**config.mk**
```make
export PLATFORM = sky130hd
export DESIGN_NAME = hmac_sha1_engine_unit_flat
export DESIGN_NICKNAME = d
export VERILOG_FILES = /design/src/rtl/hse_pkg.sv /design/src/rtl/hse_if.sv /design/src/rtl/hse_datapath.sv /design/src/rtl/hse_controller.sv /design/src/rtl/hmac_sha1_engine_unit.sv /design/src/flat_wrapper.sv
export SDC_FILE = /design/constraint.sdc
export NUM_CORES = 2
export LEC_CHECK = 0
export ABC_AREA = 1
export BUFFER_PORTS_ARGS = -buffer_cell sky130_fd_sc_hd__buf_2
export CAP_MARGIN = 20
export CORE_MARGIN = 1
export CORE_UTILIZATION = 55
export DETAILED_ROUTE_END_ITERATION = 8
export GPL_TIMING_DRIVEN = 1
export PLACE_DENSITY = 0.81
export SYNTH_ARGS = -nofsm -noshare
export SYNTH_HDL_FRONTEND = slang
export SYNTH_SLANG_ARGS = --single-unit
```
**constraint.sdc**
```tcl
create_clock -name clock -period 43 [get_ports clock]
set_input_delay 0 -clock clock [delete_from_list [all_inputs] [get_ports clock]]
set_output_delay 0 -clock clock [all_outputs]
set_load 0.1 [all_outputs]
```
**src/rtl/hse_pkg.sv**
```systemverilog
// Package with shared types, constants and SHA-1 helper functions for the HMAC engine.
`timescale 1ns / 1ps
package hse_pkg;

   localparam int LengthBitsDefault = 64;

   typedef enum logic [1:0] {
      OP_KEY    = 2'd0,
      OP_MSG    = 2'd1,
      OP_FINISH = 2'd2,
      OP_NONE   = 2'd3
   } opcode_type;

   // Source of the byte that the datapath appends to the running hash.
   typedef enum logic [2:0] {
      SRC_INPUT,
      SRC_KEY_IPAD,
      SRC_KEY_OPAD,
      SRC_KEY_RAW,
      SRC_PAD_80,
      SRC_ZERO,
      SRC_LENGTH,
      SRC_INNER
   } byte_src_type;

   // Command from the controller to the datapath, valid for one cycle.
   typedef struct packed {
      logic         hash_start;   // load IV, clear byte count
      logic         feed;         // append one byte
      byte_src_type src;
      logic [5:0]   index;        // key store / digest / length byte index
      logic         key_write;    // store input byte in key store
      logic         key_clear;    // clear one key store byte per command
      logic         key_load;     // copy digest byte into key store
      logic         inner_save;   // latch chain value as inner result
      logic [7:0]   data;         // input byte for feeding or key storage
   } cmd_type;

   // Status from the datapath to the controller.
   typedef struct packed {
      logic        busy;          // block compression in progress
      logic [5:0]  fill;          // byte_count mod 64
   } status_type;

   localparam logic [31:0] IV0 = 32'h67452301;
   localparam logic [31:0] IV1 = 32'hefcdab89;
   localparam logic [31:0] IV2 = 32'h98badcfe;
   localparam logic [31:0] IV3 = 32'h10325476;
   localparam logic [31:0] IV4 = 32'hc3d2e1f0;
   localparam logic [7:0]  IPAD = 8'h36;
   localparam logic [7:0]  OPAD = 8'h5c;
   localparam logic [7:0]  PAD_BYTE = 8'h80;

   // Round constant by round number.
   function automatic logic [31:0] round_k(input logic [6:0] r);
      logic [31:0] k;
      if (r < 7'd20)      k = 32'h5a827999;
      else if (r < 7'd40) k = 32'h6ed9eba1;
      else if (r < 7'd60) k = 32'h8f1bbcdc;
      else                k = 32'hca62c1d6;
      return k;
   endfunction

   // Round function by round number.
   function automatic logic [31:0] round_f(input logic [6:0] r, input logic [31:0] b,
                                           input logic [31:0] c, input logic [31:0] d);
      logic [31:0] f;
      if (r < 7'd20)      f = (b & c) | (~b & d);
      else if (r < 7'd40) f = b ^ c ^ d;
      else if (r < 7'd60) f = (b & c) | (b & d) | (c & d);
      else                f = b ^ c ^ d;
      return f;
   endfunction

endpackage

```
**src/rtl/hse_if.sv**
```systemverilog
// Valid/ready channel interfaces for request and response words.
`timescale 1ns / 1ps
interface hse_req_if;
   logic       valid;
   logic       ready;
   logic [1:0] opcode;
   logic [7:0] data_byte;
   modport source (output valid, output opcode, output data_byte, input ready);
   modport sink (input valid, input opcode, input data_byte, output ready);
endinterface

interface hse_rsp_if;
   logic        valid;
   logic        ready;
   logic [31:0] digest_word;
   logic [2:0]  word_index;
   logic        last_word;
   modport source (output valid, output digest_word, output word_index, output last_word,
                   input ready);
   modport sink (input valid, input digest_word, input word_index, input last_word,
                 output ready);
endinterface

```
**src/rtl/hse_datapath.sv**
```systemverilog
// SHA-1 datapath: byte assembly, message schedule, one round per cycle, key store.
`timescale 1ns / 1ps
module hse_datapath
   import hse_pkg::*;
#(
   parameter int LENGTH_BITS = LengthBitsDefault
) (
   input  logic         clock,
   input  logic         reset,
   input  cmd_type      cmd,
   output status_type   status,
   output logic [159:0] digest
);

   logic [31:0]  key_ff [16];
   logic [31:0]  w_ff [16];
   logic [31:0]  w_in [16];
   logic [31:0]  h_ff [5];
   logic [31:0]  h_in [5];
   logic [31:0]  a_ff, b_ff, c_ff, d_ff, e_ff;
   logic [31:0]  a_in, b_in, c_in, d_in, e_in;
   logic [159:0] inner_ff;
   logic [63:0]  count_ff, count_in;
   logic [63:0]  len_ff;
   logic [6:0]   round_ff, round_in;
   logic         busy_ff, busy_in;
   logic [7:0]   byte_val;
   logic [63:0]  bit_len;
   logic [31:0]  w_new, w_cur, t_val;
   logic [159:0] chain;
   logic [4:0]   key_sel;
   logic [7:0]   key_byte;

   assign chain  = {h_ff[0], h_ff[1], h_ff[2], h_ff[3], h_ff[4]};
   assign digest = chain;
   assign status = '{busy: busy_ff, fill: count_ff[5:0]};

   // The key store holds four key bytes per entry, first byte in the top lane.
   assign key_sel  = {~cmd.index[1:0], 3'b000};
   assign key_byte = key_ff[cmd.index[5:2]][key_sel +: 8];

   // Bit length, reduced to the configured width.
   always_comb begin
      bit_len = {count_ff[60:0], 3'b000};
      if (LENGTH_BITS < 64) begin
         bit_len = bit_len & ((64'd1 << LENGTH_BITS) - 64'd1);
      end
   end

   // Select the byte to append.
   always_comb begin
      case (cmd.src)
         SRC_INPUT:    byte_val = cmd.data;
         SRC_KEY_IPAD: byte_val = key_byte ^ IPAD;
         SRC_KEY_OPAD: byte_val = key_byte ^ OPAD;
         SRC_KEY_RAW:  byte_val = key_byte;
         SRC_PAD_80:   byte_val = PAD_BYTE;
         SRC_ZERO:     byte_val = 8'h00;
         SRC_LENGTH:   byte_val = len_ff[8'(7 - cmd.index[2:0]) * 8 +: 8];
         SRC_INNER:    byte_val = inner_ff[8'(19 - cmd.index[4:0]) * 8 +: 8];
         default:      byte_val = 8'h00;
      endcase
   end

   // The window holds the next sixteen schedule words; word 0 is consumed each round.
   assign w_cur = w_ff[0];
   assign w_new = {w_ff[13] ^ w_ff[8] ^ w_ff[2] ^ w_ff[0]} << 1
                | {31'd0, (w_ff[13][31] ^ w_ff[8][31] ^ w_ff[2][31] ^ w_ff[0][31])};
   assign t_val = {a_ff[26:0], a_ff[31:27]} + round_f(round_ff, b_ff, c_ff, d_ff)
                + e_ff + round_k(round_ff) + w_cur;

   // Next-state logic of the hash core.
   always_comb begin
      w_in = w_ff;
      h_in = h_ff;
      a_in = a_ff; b_in = b_ff; c_in = c_ff; d_in = d_ff; e_in = e_ff;
      count_in = count_ff;
      round_in = round_ff;
      busy_in  = busy_ff;
      if (busy_ff) begin
         a_in = t_val; b_in = a_ff; c_in = {b_ff[1:0], b_ff[31:2]}; d_in = c_ff; e_in = d_ff;
         for (int i = 0; i < 15; i++) w_in[i] = w_ff[i + 1];
         w_in[15] = w_new;
         round_in = round_ff + 7'd1;
         if (round_ff == 7'd79) begin
            busy_in = 1'b0;
            h_in[0] = h_ff[0] + t_val;
            h_in[1] = h_ff[1] + a_ff;
            h_in[2] = h_ff[2] + {b_ff[1:0], b_ff[31:2]};
            h_in[3] = h_ff[3] + c_ff;
            h_in[4] = h_ff[4] + d_ff;
         end
      end else if (cmd.hash_start) begin
         h_in[0] = IV0; h_in[1] = IV1; h_in[2] = IV2; h_in[3] = IV3; h_in[4] = IV4;
         count_in = '0;
      end else if (cmd.feed) begin
         w_in[count_ff[5:2]] = w_ff[count_ff[5:2]];
         w_in[count_ff[5:2]][8'(3 - count_ff[1:0]) * 8 +: 8] = byte_val;
         count_in = count_ff + 64'd1;
         if (count_ff[5:0] == 6'd63) begin
            busy_in  = 1'b1;
            round_in = '0;
            a_in = h_ff[0]; b_in = h_ff[1]; c_in = h_ff[2]; d_in = h_ff[3]; e_in = h_ff[4];
         end
      end
   end

   // Hash core registers.
   always_ff @(posedge clock) begin
      if (reset) begin
         busy_ff  <= 1'b0;
         count_ff <= '0;
         h_ff[0] <= IV0; h_ff[1] <= IV1; h_ff[2] <= IV2; h_ff[3] <= IV3; h_ff[4] <= IV4;
      end else begin
         busy_ff  <= busy_in;
         count_ff <= count_in;
         h_ff     <= h_in;
      end
      w_ff <= w_in;
      a_ff <= a_in; b_ff <= b_in; c_ff <= c_in; d_ff <= d_in; e_ff <= e_in;
      round_ff <= round_in;
   end

   // The message length is taken when padding starts, before the padding bytes count.
   always_ff @(posedge clock) begin
      if (!busy_ff && !cmd.hash_start && cmd.feed && cmd.src == SRC_PAD_80) begin
         len_ff <= bit_len;
      end
   end

   // Key store and saved inner digest.
   always_ff @(posedge clock) begin
      if (reset) begin
         for (int i = 0; i < 16; i++) key_ff[i] <= 32'h0;
      end else if (cmd.key_write) begin
         key_ff[cmd.index[5:2]][key_sel +: 8] <= cmd.data;
      end else if (cmd.key_clear) begin
         key_ff[cmd.index[5:2]][key_sel +: 8] <= 8'h00;
      end else if (cmd.key_load) begin
         key_ff[cmd.index[5:2]][key_sel +: 8] <= chain[8'(19 - cmd.index[4:0]) * 8 +: 8];
      end
      if (cmd.inner_save) begin
         inner_ff <= chain;
      end
   end

endmodule

```
**src/rtl/hse_controller.sv**
```systemverilog
// Controller state machine that sequences key handling, padding and the outer hash.
`timescale 1ns / 1ps
module hse_controller
   import hse_pkg::*;
(
   input  logic          clock,
   input  logic          reset,
   hse_req_if.sink       req,
   hse_rsp_if.source     rsp,
   input  status_type    status,
   input  logic [159:0]  digest,
   output cmd_type       cmd
);

   typedef enum logic [3:0] {
      S_IDLE,
      S_WAIT,
      S_CLOSE_PAD,
      S_CLOSE_LOAD,
      S_IPAD,
      S_MSG_BYTE,
      S_FIN_PAD,
      S_OPAD,
      S_INNER,
      S_OUT_PAD,
      S_EMIT,
      S_CLEAR
   } state_type;

   typedef enum logic [1:0] {
      PAD_START,
      PAD_ZERO,
      PAD_LEN
   } pad_type;

   state_type   state_ff, state_in, ret_ff, ret_in;
   pad_type     pad_ff, pad_in;
   logic [6:0]  idx_ff, idx_in;
   logic [6:0]  kcount_ff, kcount_in;
   logic        long_ff, long_in;
   logic        phase_ff, phase_in;
   logic        fin_ff, fin_in;
   logic [7:0]  byte_ff, byte_in;
   logic [2:0]  word_ff, word_in;
   logic        vld_ff, vld_in;
   logic [31:0] dw_ff, dw_in;
   logic        idle;

   assign idle      = (state_ff == S_IDLE) && !status.busy;
   assign req.ready = idle;
   assign rsp.valid = vld_ff;
   assign rsp.digest_word = dw_ff;
   assign rsp.word_index  = word_ff;
   assign rsp.last_word   = (word_ff == 3'd4);

   // Last length byte of the padding shared by the key, inner and outer hashes; checked while the core is free.
   function automatic logic pad_step(input pad_type p, input logic [5:0] fill);
      return (p == PAD_LEN) && (fill == 6'd63);
   endfunction

   always_comb begin
      state_in  = state_ff;
      ret_in    = ret_ff;
      pad_in    = pad_ff;
      idx_in    = idx_ff;
      kcount_in = kcount_ff;
      long_in   = long_ff;
      phase_in  = phase_ff;
      fin_in    = fin_ff;
      byte_in   = byte_ff;
      word_in   = word_ff;
      vld_in    = vld_ff;
      dw_in     = dw_ff;
      cmd       = '0;
      cmd.src   = SRC_INPUT;
      cmd.data  = byte_ff;
      if (vld_ff && rsp.ready) begin
         vld_in = 1'b0;
      end
      case (state_ff)
         S_IDLE: begin
            if (idle && req.valid) begin
               byte_in  = req.data_byte;
               cmd.data = req.data_byte;
               case (opcode_type'(req.opcode))
                  OP_KEY: begin
                     if (!phase_ff) begin
                        if (long_ff) begin
                           cmd.feed = 1'b1;
                        end else if (kcount_ff < 7'd64) begin
                           cmd.key_write = 1'b1;
                           cmd.index     = kcount_ff[5:0];
                           kcount_in     = kcount_ff + 7'd1;
                        end else begin
                           // Sixty-fifth byte: hash the stored key, then this byte.
                           long_in = 1'b1;
                           cmd.hash_start = 1'b1;
                           idx_in   = '0;
                           state_in = S_WAIT;
                           ret_in   = S_MSG_BYTE;
                           fin_in   = 1'b0;
                        end
                     end
                  end
                  OP_MSG, OP_FINISH: begin
                     fin_in = (req.opcode == OP_FINISH);
                     if (!phase_ff) begin
                        idx_in = '0;
                        pad_in = PAD_START;
                        if (long_ff) begin
                           state_in = S_CLOSE_PAD;
                        end else begin
                           cmd.hash_start = 1'b1;
                           state_in = S_IPAD;
                        end
                     end else if (req.opcode == OP_MSG) begin
                        cmd.feed = 1'b1;
                     end else begin
                        pad_in   = PAD_START;
                        state_in = S_FIN_PAD;
                     end
                  end
                  default: ;
               endcase
            end
         end
         // Raw stored key as first block of the long-key hash.
         S_WAIT: begin
            cmd.feed  = 1'b1;
            cmd.src   = SRC_KEY_RAW;
            cmd.index = idx_ff[5:0];
            idx_in    = idx_ff + 7'd1;
            if (idx_ff == 7'd63) state_in = ret_ff;
         end
         // Feed the pending input byte (used after the stored key block).
         S_MSG_BYTE: begin
            if (!status.busy) begin
               cmd.feed = 1'b1;
               cmd.src  = SRC_INPUT;
               state_in = S_IDLE;
            end
         end
         // Pad the long-key, inner or outer hash.
         S_CLOSE_PAD, S_FIN_PAD, S_OUT_PAD: begin
            if (!status.busy) begin
               cmd.feed = 1'b1;
               case (pad_ff)
                  PAD_START: begin
                     cmd.src = SRC_PAD_80;
                     pad_in  = (status.fill == 6'd55) ? PAD_LEN : PAD_ZERO;
                     idx_in  = '0;
                  end
                  PAD_ZERO: begin
                     cmd.src = SRC_ZERO;
                     if (status.fill == 6'd55) pad_in = PAD_LEN;
                  end
                  default: begin
                     cmd.src   = SRC_LENGTH;
                     cmd.index = idx_ff[5:0];
                     idx_in    = idx_ff + 7'd1;
                  end
               endcase
               if (pad_step(pad_ff, status.fill)) begin
                  idx_in = '0;
                  case (state_ff)
                     S_CLOSE_PAD: state_in = S_CLOSE_LOAD;
                     S_FIN_PAD:   state_in = S_OPAD;
                     default: begin
                        state_in = S_EMIT;
                        word_in  = '0;
                     end
                  endcase
               end
            end
         end
         // Write the key digest into the first 20 key store bytes and clear the rest.
         S_CLOSE_LOAD: begin
            if (!status.busy) begin
               cmd.index = idx_ff[5:0];
               if (idx_ff < 7'd20) cmd.key_load = 1'b1;
               else                cmd.key_clear = 1'b1;
               idx_in = idx_ff + 7'd1;
               if (idx_ff == 7'd63) begin
                  idx_in = '0;
                  cmd.hash_start = 1'b0;
                  state_in = S_IPAD;
               end
            end
         end
         // Key XOR inner pad as the first inner block.
         S_IPAD: begin
            if (!status.busy) begin
               if (idx_ff == 7'd0 && long_ff && status.fill != 6'd0) begin
                  cmd.hash_start = 1'b1;
               end else if (idx_ff == 7'd0 && long_ff) begin
                  cmd.hash_start = 1'b1;
                  long_in = 1'b0;
               end else begin
                  cmd.feed  = 1'b1;
                  cmd.src   = SRC_KEY_IPAD;
                  cmd.index = idx_ff[5:0];
                  idx_in    = idx_ff + 7'd1;
                  if (idx_ff == 7'd63) begin
                     phase_in = 1'b1;
                     idx_in   = '0;
                     pad_in   = PAD_START;
                     state_in = fin_ff ? S_FIN_PAD : S_MSG_BYTE;
                  end
               end
            end
         end
         // Save inner digest, start outer hash over key XOR outer pad.
         S_OPAD: begin
            if (!status.busy) begin
               if (idx_ff == 7'd0 && !fin_ff) begin
                  cmd.feed = 1'b1;
                  cmd.src  = SRC_KEY_OPAD;
                  cmd.index = 6'd0;
                  idx_in = 7'd1;
               end else if (idx_ff == 7'd0) begin
                  cmd.inner_save = 1'b1;
                  cmd.hash_start = 1'b1;
                  fin_in = 1'b0;
               end else begin
                  cmd.feed  = 1'b1;
                  cmd.src   = SRC_KEY_OPAD;
                  cmd.index = idx_ff[5:0];
                  idx_in    = idx_ff + 7'd1;
                  if (idx_ff == 7'd63) begin
                     idx_in   = '0;
                     state_in = S_INNER;
                  end
               end
            end
         end
         // Inner digest bytes into the outer hash.
         S_INNER: begin
            if (!status.busy) begin
               cmd.feed  = 1'b1;
               cmd.src   = SRC_INNER;
               cmd.index = idx_ff[5:0];
               idx_in    = idx_ff + 7'd1;
               if (idx_ff == 7'd19) begin
                  idx_in   = '0;
                  pad_in   = PAD_START;
                  state_in = S_OUT_PAD;
               end
            end
         end
         // Present the five digest words.
         S_EMIT: begin
            if (!status.busy && (!vld_ff || rsp.ready)) begin
               vld_in = 1'b1;
               dw_in  = digest[8'(4 - (word_ff + (vld_ff ? 3'd1 : 3'd0))) * 32 +: 32];
               if (vld_ff) word_in = word_ff + 3'd1;
               if (vld_ff && word_ff == 3'd3) begin
                  state_in = S_CLEAR;
                  idx_in   = '0;
               end
            end
         end
         // Wait for the last word, then clear key and restart the hash.
         S_CLEAR: begin
            if (!vld_ff || rsp.ready) begin
               if (idx_ff == 7'd0) begin
                  vld_in = vld_ff && !rsp.ready;
               end
               cmd.key_clear = 1'b1;
               cmd.index     = idx_ff[5:0];
               idx_in        = idx_ff + 7'd1;
               if (idx_ff == 7'd63) begin
                  cmd.hash_start = 1'b1;
                  kcount_in = '0;
                  long_in   = 1'b0;
                  phase_in  = 1'b0;
                  state_in  = S_IDLE;
               end
            end
         end
         default: state_in = S_IDLE;
      endcase
   end

   always_ff @(posedge clock) begin
      if (reset) begin
         state_ff  <= S_IDLE;
         ret_ff    <= S_IDLE;
         pad_ff    <= PAD_START;
         idx_ff    <= '0;
         kcount_ff <= '0;
         long_ff   <= 1'b0;
         phase_ff  <= 1'b0;
         fin_ff    <= 1'b0;
         word_ff   <= '0;
         vld_ff    <= 1'b0;
      end else begin
         state_ff  <= state_in;
         ret_ff    <= ret_in;
         pad_ff    <= pad_in;
         idx_ff    <= idx_in;
         kcount_ff <= kcount_in;
         long_ff   <= long_in;
         phase_ff  <= phase_in;
         fin_ff    <= fin_in;
         word_ff   <= word_in;
         vld_ff    <= vld_in;
      end
      byte_ff <= byte_in;
      dw_ff   <= dw_in;
   end

endmodule

```
**src/rtl/hmac_sha1_engine_unit.sv**
```systemverilog
// Top level of the streaming HMAC-SHA1 engine.
`timescale 1ns / 1ps
// Usage:
//   The request channel carries one byte word at a time with an opcode: key byte,
//   message byte or finish. Key bytes come first; the first message byte or a
//   finish closes the key phase. Key bytes after that are dropped.
//   A finish produces five response words on the response channel, the HMAC
//   digest in big-endian order, with word_index 0..4 and last_word on the fifth.
//   The byte that completes a 64-byte block starts the SHA-1 core, which runs
//   one round a cycle; no request is accepted while the core is busy.
//   Closing the key phase feeds the key XOR inner pad as one block and
//   compresses it; a key over 64 bytes must first be padded, hashed and
//   reloaded. A finish pads the inner hash, runs the outer hash, then gives
//   one word per cycle while the receiver is ready, followed by a sweep that
//   clears the key store.
//   Reset is synchronous and returns the block to the key phase with an empty key.
//   If the receiver stalls, the current word is held and the engine waits.
module hmac_sha1_engine_unit
   import hse_pkg::*;
#(
   parameter int LENGTH_BITS = LengthBitsDefault
) (
   input logic        clock,
   input logic        reset,
   hse_req_if.sink    req,
   hse_rsp_if.source  rsp
);

   cmd_type      cmd;
   status_type   status;
   logic [159:0] digest;

   hse_controller u_ctrl (
      .clock  (clock),
      .reset  (reset),
      .req    (req),
      .rsp    (rsp),
      .status (status),
      .digest (digest),
      .cmd    (cmd)
   );

   hse_datapath #(.LENGTH_BITS(LENGTH_BITS)) u_dp (
      .clock   (clock),
      .reset   (reset),
      .cmd     (cmd),
      .status  (status),
      .digest  (digest)
   );

endmodule

```
**src/flat_wrapper.sv**
```systemverilog
// flat-port wrapper written by rule: the top's interface ports become plain ports
module hmac_sha1_engine_unit_flat import hse_pkg::*;
#(
   parameter int LENGTH_BITS = LengthBitsDefault
)
  (clock, reset, req_valid, req_opcode, req_data_byte, req_ready, rsp_valid, rsp_digest_word, rsp_word_index, rsp_last_word, rsp_ready);
  hse_req_if req_i ();
  hse_rsp_if rsp_i ();
  input logic clock;
  input logic reset;
  input wire logic [$bits(req_i.valid)-1:0] req_valid;
  input wire logic [$bits(req_i.opcode)-1:0] req_opcode;
  input wire logic [$bits(req_i.data_byte)-1:0] req_data_byte;
  output wire logic [$bits(req_i.ready)-1:0] req_ready;
  output wire logic [$bits(rsp_i.valid)-1:0] rsp_valid;
  output wire logic [$bits(rsp_i.digest_word)-1:0] rsp_digest_word;
  output wire logic [$bits(rsp_i.word_index)-1:0] rsp_word_index;
  output wire logic [$bits(rsp_i.last_word)-1:0] rsp_last_word;
  input wire logic [$bits(rsp_i.ready)-1:0] rsp_ready;
  assign req_i.valid = req_valid;
  assign req_i.opcode = req_opcode;
  assign req_i.data_byte = req_data_byte;
  assign req_ready = req_i.ready;
  assign rsp_valid = rsp_i.valid;
  assign rsp_digest_word = rsp_i.digest_word;
  assign rsp_word_index = rsp_i.word_index;
  assign rsp_last_word = rsp_i.last_word;
  assign rsp_i.ready = rsp_ready;
  hmac_sha1_engine_unit #(.LENGTH_BITS(LENGTH_BITS)) u_core (.clock(clock), .reset(reset), .req(req_i), .rsp(rsp_i));
endmodule
```
# After elaboration in Yosys (flattened, before gate mapping)
# Memories as Yosys holds them, arrays and structs flattened.
# Index checks and enable logic that the tools add are counted.
classes:
  n_addsub: 21
  multipliers: 0
  div: 0
  magnitude_cmp: 7
  eq_ne: 72
  n_shift: 11
  n_mux: 296
  bitwise_logic: 89
  n_reduce_logical: 56
op_table:
  columns: ["cell", "n"]
  rows:
  - ["two-way mux 512 bit", 3]
  - ["two-way mux 32 bit", 34]
  - ["bitwise mux 512 bit", 2]
  - ["two-way mux 160 bit", 3]
  - ["indexed part select 160 x 12 -> 8 bit", 2]
  - ["adder 32 bit", 9]
  - ["demux 32 bit (select 4 bit)", 2]
  - ["two-way mux 7 bit", 36]
  - ["indexed part select 160 x 14 -> 32 bit", 1]
  - ["AND 32 bit", 4]
  - ["binary-select mux 32 bit (select 4 bit)", 1]
  - ["two-way mux 64 bit", 2]
  - ["two-way mux 1 bit", 125]
  - ["two-way mux 4 bit", 28]
  - ["bitwise OR 32 bit", 3]
  - ["bitwise XOR 31 bit", 3]
  - ["adder 64 x 1 -> 64 bit, second input constant", 1]
  - ["bitwise OR 1 bit", 64]
  - ["one-hot mux 8 bit (8 select lines)", 1]
  - ["indexed part select 64 x 12 -> 8 bit", 1]
  - ["indexed part select 8 x 7 -> 32 bit", 2]
  - ["bitwise XOR 32 bit", 2]
  - ["one-hot mux 7 bit (9 select lines)", 1]
  - ["two-way mux 10 bit", 6]
  - ["86 further kinds", 216]
totals:
  reg_bits: 1193
  latchBits: 0
  ramBits: 512
  romBits: 0
  input_bits: 14
  out_inout_bits: 38
  elab_cells: 596
  memories: 1
memory_table:
  columns: ["memory", "depth", "width", "read_ports", "rd_ports_with_merged_regs", "wr", "line", "rtl"]
  rows:
  - ["u_core.u_dp.key_ff", 16, 32, 1, 0, 16, "hse_datapath.sv:15", "logic [31:0] key_ff [16];"]

# Logic depth before layout (Yosys ltp)
logic_depth:
  ltp_word: 16
  depth_mapped: 45
  mapped_depth_nobuf: 44

# Modules after synthesis
# From an unflattened synthesis, not the netlist that was laid out.
unflattened:
  cells_unflattened: 12522
  hier_area_um2: 102418.2
modules_own_cells:
  columns: ["mod", "instances", "cells_each", "area_per_inst_um2", "seq_area_each_um2"]
  rows:
  - ["hse_datapath", 1, 11591, 96538.8, 46844.9]
  - ["hse_controller", 1, 931, 5879.4, 1681.6]

# Least setup slack after synthesis
# No wires, ideal clock.
synth_path:
  kind: "register -> register"
  startpoint: "reg u_core.u_ctrl.idx_ff[1]"
  endpoint: "reg u_core.u_dp.busy_ff"
  setup_time_ps: 140
  arrival_time_ps: 14933
  required_ps: 42860
  slack_ps: 27927
  path_stages_with_launch: 11
  path_buffers: 0
  period_less_slack_ps: 15073
  path_cell_list: "dfxtp_1 -> inv_1 -> ha_1 -> inv_1 -> nor2_1 -> nand2_1 -> nor2_1 -> nor3_1 -> nor4_2 -> o31ai_1 -> and3_1"
synth_via:
  elab_chain_len: 9
  elab_cells_between_ends: 22
  classes_between: "eq/ne (1); mux (17); reduce/logical (4)"
synth_lines:
  columns: ["item", "line", "rtl"]
  rows:
  - ["from (decl)", "hse_controller.sv:38", "logic [6:0] idx_ff, idx_in;"]
  - ["from (signal assigned)", "hse_controller.sv:300", "idx_ff <= idx_in;"]
  - ["logical NOT 7 bit", null, null]
  - ["logical AND 1 bit", "hse_controller.sv:193, hse_controller.sv:195", null]
  - ["two-way mux 10 bit or logical AND 1 bit (tied branches)", "hse_controller.sv:195, hse_controller.sv:193", null]
  - ["two-way mux 10 bit", "hse_controller.sv:193", "if (idx_ff == 7'd0 && long_ff && status.fill != 6'd0) begin"]
  - ["two-way mux 11 bit", "hse_controller.sv:192", "if (!status.busy) begin"]
  - ["one-hot mux 1 bit (7 select lines)", "hse_controller.sv:80", "case (state_ff)"]
  - ["two-way mux 1 bit", "hse_datapath.sv:96", "end else if (cmd.feed) begin"]
  - ["two-way mux 1 bit (*)", "hse_datapath.sv:93", "end else if (cmd.hash_start) begin"]
  - ["two-way mux 1 bit (*)", "hse_datapath.sv:80", "if (busy_ff) begin"]
  - ["to (signal assigned)", "hse_datapath.sv:115", "busy_ff <= busy_in;"]
  - ["to (decl)", "hse_datapath.sv:26", "logic busy_ff, busy_in;"]
# Every way passes the cells marked *; elsewhere a longest branch is shown, timed or not.
# A chain may end at the register's enable or synchronous reset.

==> implementation parameters <==
Parameter                              Value

Flow run
  Number of violations of the max-capacitance limit    0

Synth
  Number of enable flip-flop cells after synthesis    roughly 1400
  Leading register cell type out of synthesis    sky130_fd_sc_hd__edfxtp_1
  Syn Area/Cell    8.24 um2
  Number of distinct library cell variants in the gate-level netlist after synthesis    between 70 and 80
  Cells after synthesis    about 12000
  Synthesized cell area    102000 um2
  Part of the Yosys area used for sequential elements    a little under half
  Yosys warns    0
  Post-Syn Nets    around 13000
  Async set or reset register ratio after synthesis    0%
  Flop and latch count out of synthesis    about 1700

Die
  Core Rows    157
  Die area    186000 um2
  DIE HEIGHT    between 400 and 500 um
  Boundary pin count    52
  Starting density of the core    a little under three fifths
  Width of the chip    between 400 and 500 um
  Core footprint    between 150000 and 200000 um2

Worst setup path
  Capturing point of the worst reg2reg path    u_core.u_dp.w_ff[220]
  Worst reg2reg setup slack    34.47 ns
  Required time at the worst-slack endpoint    between 40 and 50 ns
  Critical path start-end classification    register to register
  R2R Path Start    u_core.u_dp.busy_ff
  Worst setup endpoint    u_core.u_dp.w_ff[220]
  Maximum fanout count along the critical path    75
  Element type at the critical path end    register
  Data arrival time of the worst path    a little over 9 ns
  Critical Path Start    u_core.u_dp.busy_ff
  Startpoint Class    register
  FF-to-FF path depth    23

Clock tree
  Number of buffers added for setup after CTS    0
  Worst skew pair latency    roughly 0.9 ns
  TritonCTS buffer count    ~190
  CTS Buffer Depth    3
  Clock Tree Root    sky130_fd_sc_hd__clkbuf_16
  Post-CTS resize count    0
  H-tree lvl count    4
  Post-CTS clock slew at the launch and capture registers of the worst setup and hold paths    around 0.07 ns
  Clock tree from TritonCTS    built
  Clock sinks    approximately 1700

Drt
  DRC violation total after the first TritonRoute iteration    between 15000 and 20000
  Vias post-DR    roughly 95000
  Pre-Repair DR Iteration Count    9
  Wire per inst    26.2 um
  Detail-routed via count per cell    around 6.5
  Routed length on met2    ~170 mm
  Antenna violation net count after detailed routing    0
  Wire length reported by the detailed router    about 380 mm
  Met3 routed wirelength    around 53 mm
  Highest routing layer actually used    met5
  Wl on met1    ~140 mm
  Post-route DRC    0

Global routing
  Residual overflow from global routing    0
  Wire length of the first global-routing pass    between 500 and 600 mm
  Total global-route track usage    40.2%
  Maximum number of pins on one net before global-route repair    ~220
  Via count of the first global-routing pass    roughly 88000
  Number of antenna violations at the first check in global routing    11

Final layout
  Synthesis-to-finish area growth    8.32%
  Share of cells above drive strength 1    around 6%
  Net count of the finished layout    approximately 12000

Power
  Maximum vdd ir drop    approximately 0.086 mV
  Leakage dissipation    roughly 43 nW
  PwrDens    a little under 60 nW/um2

STA
  Pins Over Slew Limit    0
  Rel. slew slack    between 10 and 15%
  Achievable clock frequency    0.117 GHz
  Setup repair after global routing missed its margin    false
  Minimum setup slack in the final design    34.47 ns
  Share of the cycle needed by the critical path after routing    19.8%
  Transition time at the pin with the least slew margin    around 1.3 ns
  Number of failing hold endpoints at the final stage    0
  Worst clock skew    0.0837 ns
  Number of setup violations in the final report    0
  Sum of negative setup slack    0 ns
  Clock period minus final worst setup slack    8.53 ns

Place
  DP Wirelength    between 200 and 300 mm
  GPL Wtd Cong    1.06
  Worst setup slack after placement    35.00 ns
  PortBufs    between 50 and 60

Hold path
  Worst min-delay path class    input pin to register

Outcome
  Status    completed
[Yosys cell counts (all sizes together) (7+ instances only)]
master | number | area share, %
o221ai | 15 | 0.13
o22a | 45 | 0.39
or4 | 8 | 0.059
a21o | 9 | 0.067
a21oi | 1222 | 6.1
ha | 225 | 2.8
clkbuf | 469 | 1.7
xnor2 | 45 | 0.39
nand2 | 2170 | 8.1
o21bai | 26 | 0.19
a221oi | 12 | 0.10
a22o | 7 | 0.060
nor4 | 49 | 0.31
inv | 1234 | 4.6
o21ai | 923 | 4.6
or2 | 34 | 0.21
o22ai | 133 | 0.82
nor2 | 1809 | 6.8
xor2 | 162 | 1.4
nand4 | 175 | 1.1
o211ai | 107 | 0.79
dfxtp | 258 | 5.1
a211oi | 23 | 0.17
a21boi | 14 | 0.10
nor3 | 106 | 0.53
o31ai | 15 | 0.11
nand3b | 7 | 0.052
buf | 267 | 1.4
nand3 | 809 | 4.0
a31oi | 120 | 0.74
fa | 125 | 2.5
edfxtp | 1444 | 43
o21a | 34 | 0.25
a22oi | 182 | 1.4
[per-stage QoR]
step / instance area [um2] / instances / total power [W] / util [%] / hold WS, ns
after floorplan: 102000 / 12300 / 0.00376 / - / 0.298
after global placement: 103000 / 14300 / 0.00466 / 56.4 / 0.451
after detailed placement: 103000 / 14300 / 0.00467 / 56.4 / 0.454
after CTS: 110000 / 14600 / 0.00633 / 60.0 / 0.223
after global routing: 110000 / 14700 / 0.00669 / 60.0 / 0.232
final: 110000 / 14700 / 0.00645 / 60.0 / 0.237
[power by group]
part           total (W)  internal (W)  switching, W
clock network    0.00168      0.000943      0.000736
logic            0.00280      0.000737       0.00206
registers        0.00198       0.00189     0.0000861
total            0.00645       0.00357       0.00288
[how the worst min path moves through the flow]
| stage | startpoint | to | cells past startpoint |
|---|---|---|---|
| detailed placement | u_core.u_dp.digest[126] | u_core.u_dp.inner_ff[126] | 0 |
| global placement | u_core.u_dp.digest[105] | u_core.u_dp.inner_ff[105] | 0 |
| finish | reset | u_core.u_dp.digest[102] | 3 |
| CTS | reset | u_core.u_dp.digest[102] | 3 |
| global route | reset | u_core.u_dp.digest[116] | 3 |
| floorplan | req_data_byte[2] | u_core.u_ctrl.byte_ff[2] | 3 |
[layout make-up]
cell class,instances,area [um2]
multi-input combinational,8651,45500
clock buffer,240,5060
timing repair buffer,257,1880
tap,2464,3080
inverter,1239,4680
antenna,4,10.0
fill,15700,73300
clock inverter,109,1270
sequential,1702,48500
[cell usage in the layout (no fill, tap or decap), types with 14 or more instances in the layout]
| cell type | instances |
|---|---|
| sky130_fd_sc_hd__inv_2 | 44 |
| sky130_fd_sc_hd__o21bai_1 | 26 |
| sky130_fd_sc_hd__o21ai_1 | 82 |
| sky130_fd_sc_hd__or2_2 | 32 |
| sky130_fd_sc_hd__dfxtp_1 | 257 |
| sky130_fd_sc_hd__xor2_1 | 162 |
| sky130_fd_sc_hd__inv_1 | 1184 |
| sky130_fd_sc_hd__clkbuf_8 | 18 |
| sky130_fd_sc_hd__a22oi_1 | 180 |
| sky130_fd_sc_hd__o21a_1 | 34 |
| sky130_fd_sc_hd__buf_4 | 164 |
| sky130_fd_sc_hd__ha_1 | 223 |
| sky130_fd_sc_hd__nor3_1 | 104 |
| sky130_fd_sc_hd__o22ai_1 | 133 |
| sky130_fd_sc_hd__o22a_1 | 45 |
| sky130_fd_sc_hd__a211oi_1 | 23 |
| sky130_fd_sc_hd__o211ai_1 | 107 |
| sky130_fd_sc_hd__nand4_1 | 167 |
| sky130_fd_sc_hd__clkinv_1 | 28 |
| sky130_fd_sc_hd__a31oi_1 | 120 |
| sky130_fd_sc_hd__nor4_1 | 35 |
| sky130_fd_sc_hd__a21oi_1 | 1209 |
| sky130_fd_sc_hd__clkbuf_1 | 35 |
| sky130_fd_sc_hd__edfxtp_1 | 1444 |
| sky130_fd_sc_hd__nand2_1 | 2158 |
| sky130_fd_sc_hd__buf_2 | 67 |
| sky130_fd_sc_hd__nand3_1 | 799 |
| sky130_fd_sc_hd__clkbuf_16 | 187 |
| sky130_fd_sc_hd__nor2_4 | 21 |
| sky130_fd_sc_hd__fa_1 | 125 |
| sky130_fd_sc_hd__clkinv_2 | 36 |
| sky130_fd_sc_hd__o21ai_0 | 835 |
| sky130_fd_sc_hd__o31ai_1 | 14 |
| sky130_fd_sc_hd__dlygate4sd3_1 | 14 |
| sky130_fd_sc_hd__bufinv_16 | 17 |
| sky130_fd_sc_hd__xnor2_1 | 45 |
| sky130_fd_sc_hd__nor2_1 | 1774 |
| sky130_fd_sc_hd__o221ai_1 | 15 |
[worst max-delay path, stage by stage (launching register included)]
cell and delay, ns:
sky130_fd_sc_hd__dfxtp_4 0.71, sky130_fd_sc_hd__buf_4 0.70, sky130_fd_sc_hd__inv_8 0.38, sky130_fd_sc_hd__nand4_2 0.52, sky130_fd_sc_hd__nor2_1 0.15, sky130_fd_sc_hd__nor2_4 0.10
sky130_fd_sc_hd__buf_4 0.45, sky130_fd_sc_hd__nand3_4 0.63, sky130_fd_sc_hd__inv_4 0.74, sky130_fd_sc_hd__buf_4 0.85, sky130_fd_sc_hd__nand2_1 0.11, sky130_fd_sc_hd__nand2_1 0.11
sky130_fd_sc_hd__nand2_1 0.05, sky130_fd_sc_hd__a21oi_1 0.19, sky130_fd_sc_hd__nor2_1 0.08, sky130_fd_sc_hd__nand2_1 0.10, sky130_fd_sc_hd__nand3_1 0.30, sky130_fd_sc_hd__nand2_1 0.16
sky130_fd_sc_hd__nand2_1 0.06, sky130_fd_sc_hd__nand3_1 0.30, sky130_fd_sc_hd__nand3_1 0.31, sky130_fd_sc_hd__nor2_4 0.80, sky130_fd_sc_hd__nand3_1 0.14, sky130_fd_sc_hd__a21oi_1 0.20
[sequential cells by signal (all words and copies together), names as in the netlist, 8 cells and up]
signal and count:
u_core.u_dp.w_cur 32, u_core.u_dp.len_ff 61, u_core.u_dp.d_ff 32, u_core.u_dp.c_ff 32, u_core.u_dp.key_ff 512, u_core.u_ctrl.byte_ff 8
u_core.u_dp.digest 160, u_core.u_dp.b_ff 32, u_core.u_dp.count_ff 61, u_core.u_ctrl.rsp.digest_word 32, u_core.u_dp.inner_ff 160, u_core.u_dp.e_ff 32
u_core.u_dp.a_ff 32, u_core.u_dp.w_ff 480
[metal layers]
metal  track usage, %  up-vias
met5                0        -
met4             23.8       14
met3             9.61     1389
met2             59.8     7703
met1             53.4    44500
li1                 -    41600
[repair_timing]
item,4_1_cts,5_1_grt
endpoints found under the setup margin,0,0
hold endpoints to repair,57,0
hold buffers,14,0
[cells by family (layout without fill, tap and decap cells)]
kind of cell             Yosys count  after routing  synth area share, %
AND/OR/NAND/NOR                 5176           5176                 21.2
AO/OA/AOI/OAI                   2918           2918                 16.2
buffers and inverters           1975           1845                 7.70
flip-flops                      1702           1702                 47.8
adder cells (fa/ha/maj)          350            350                 5.24
XOR/XNOR                         207            207                 1.79
other                              0              4                    0
Note: power is estimated with default switching activity, not from simulation.
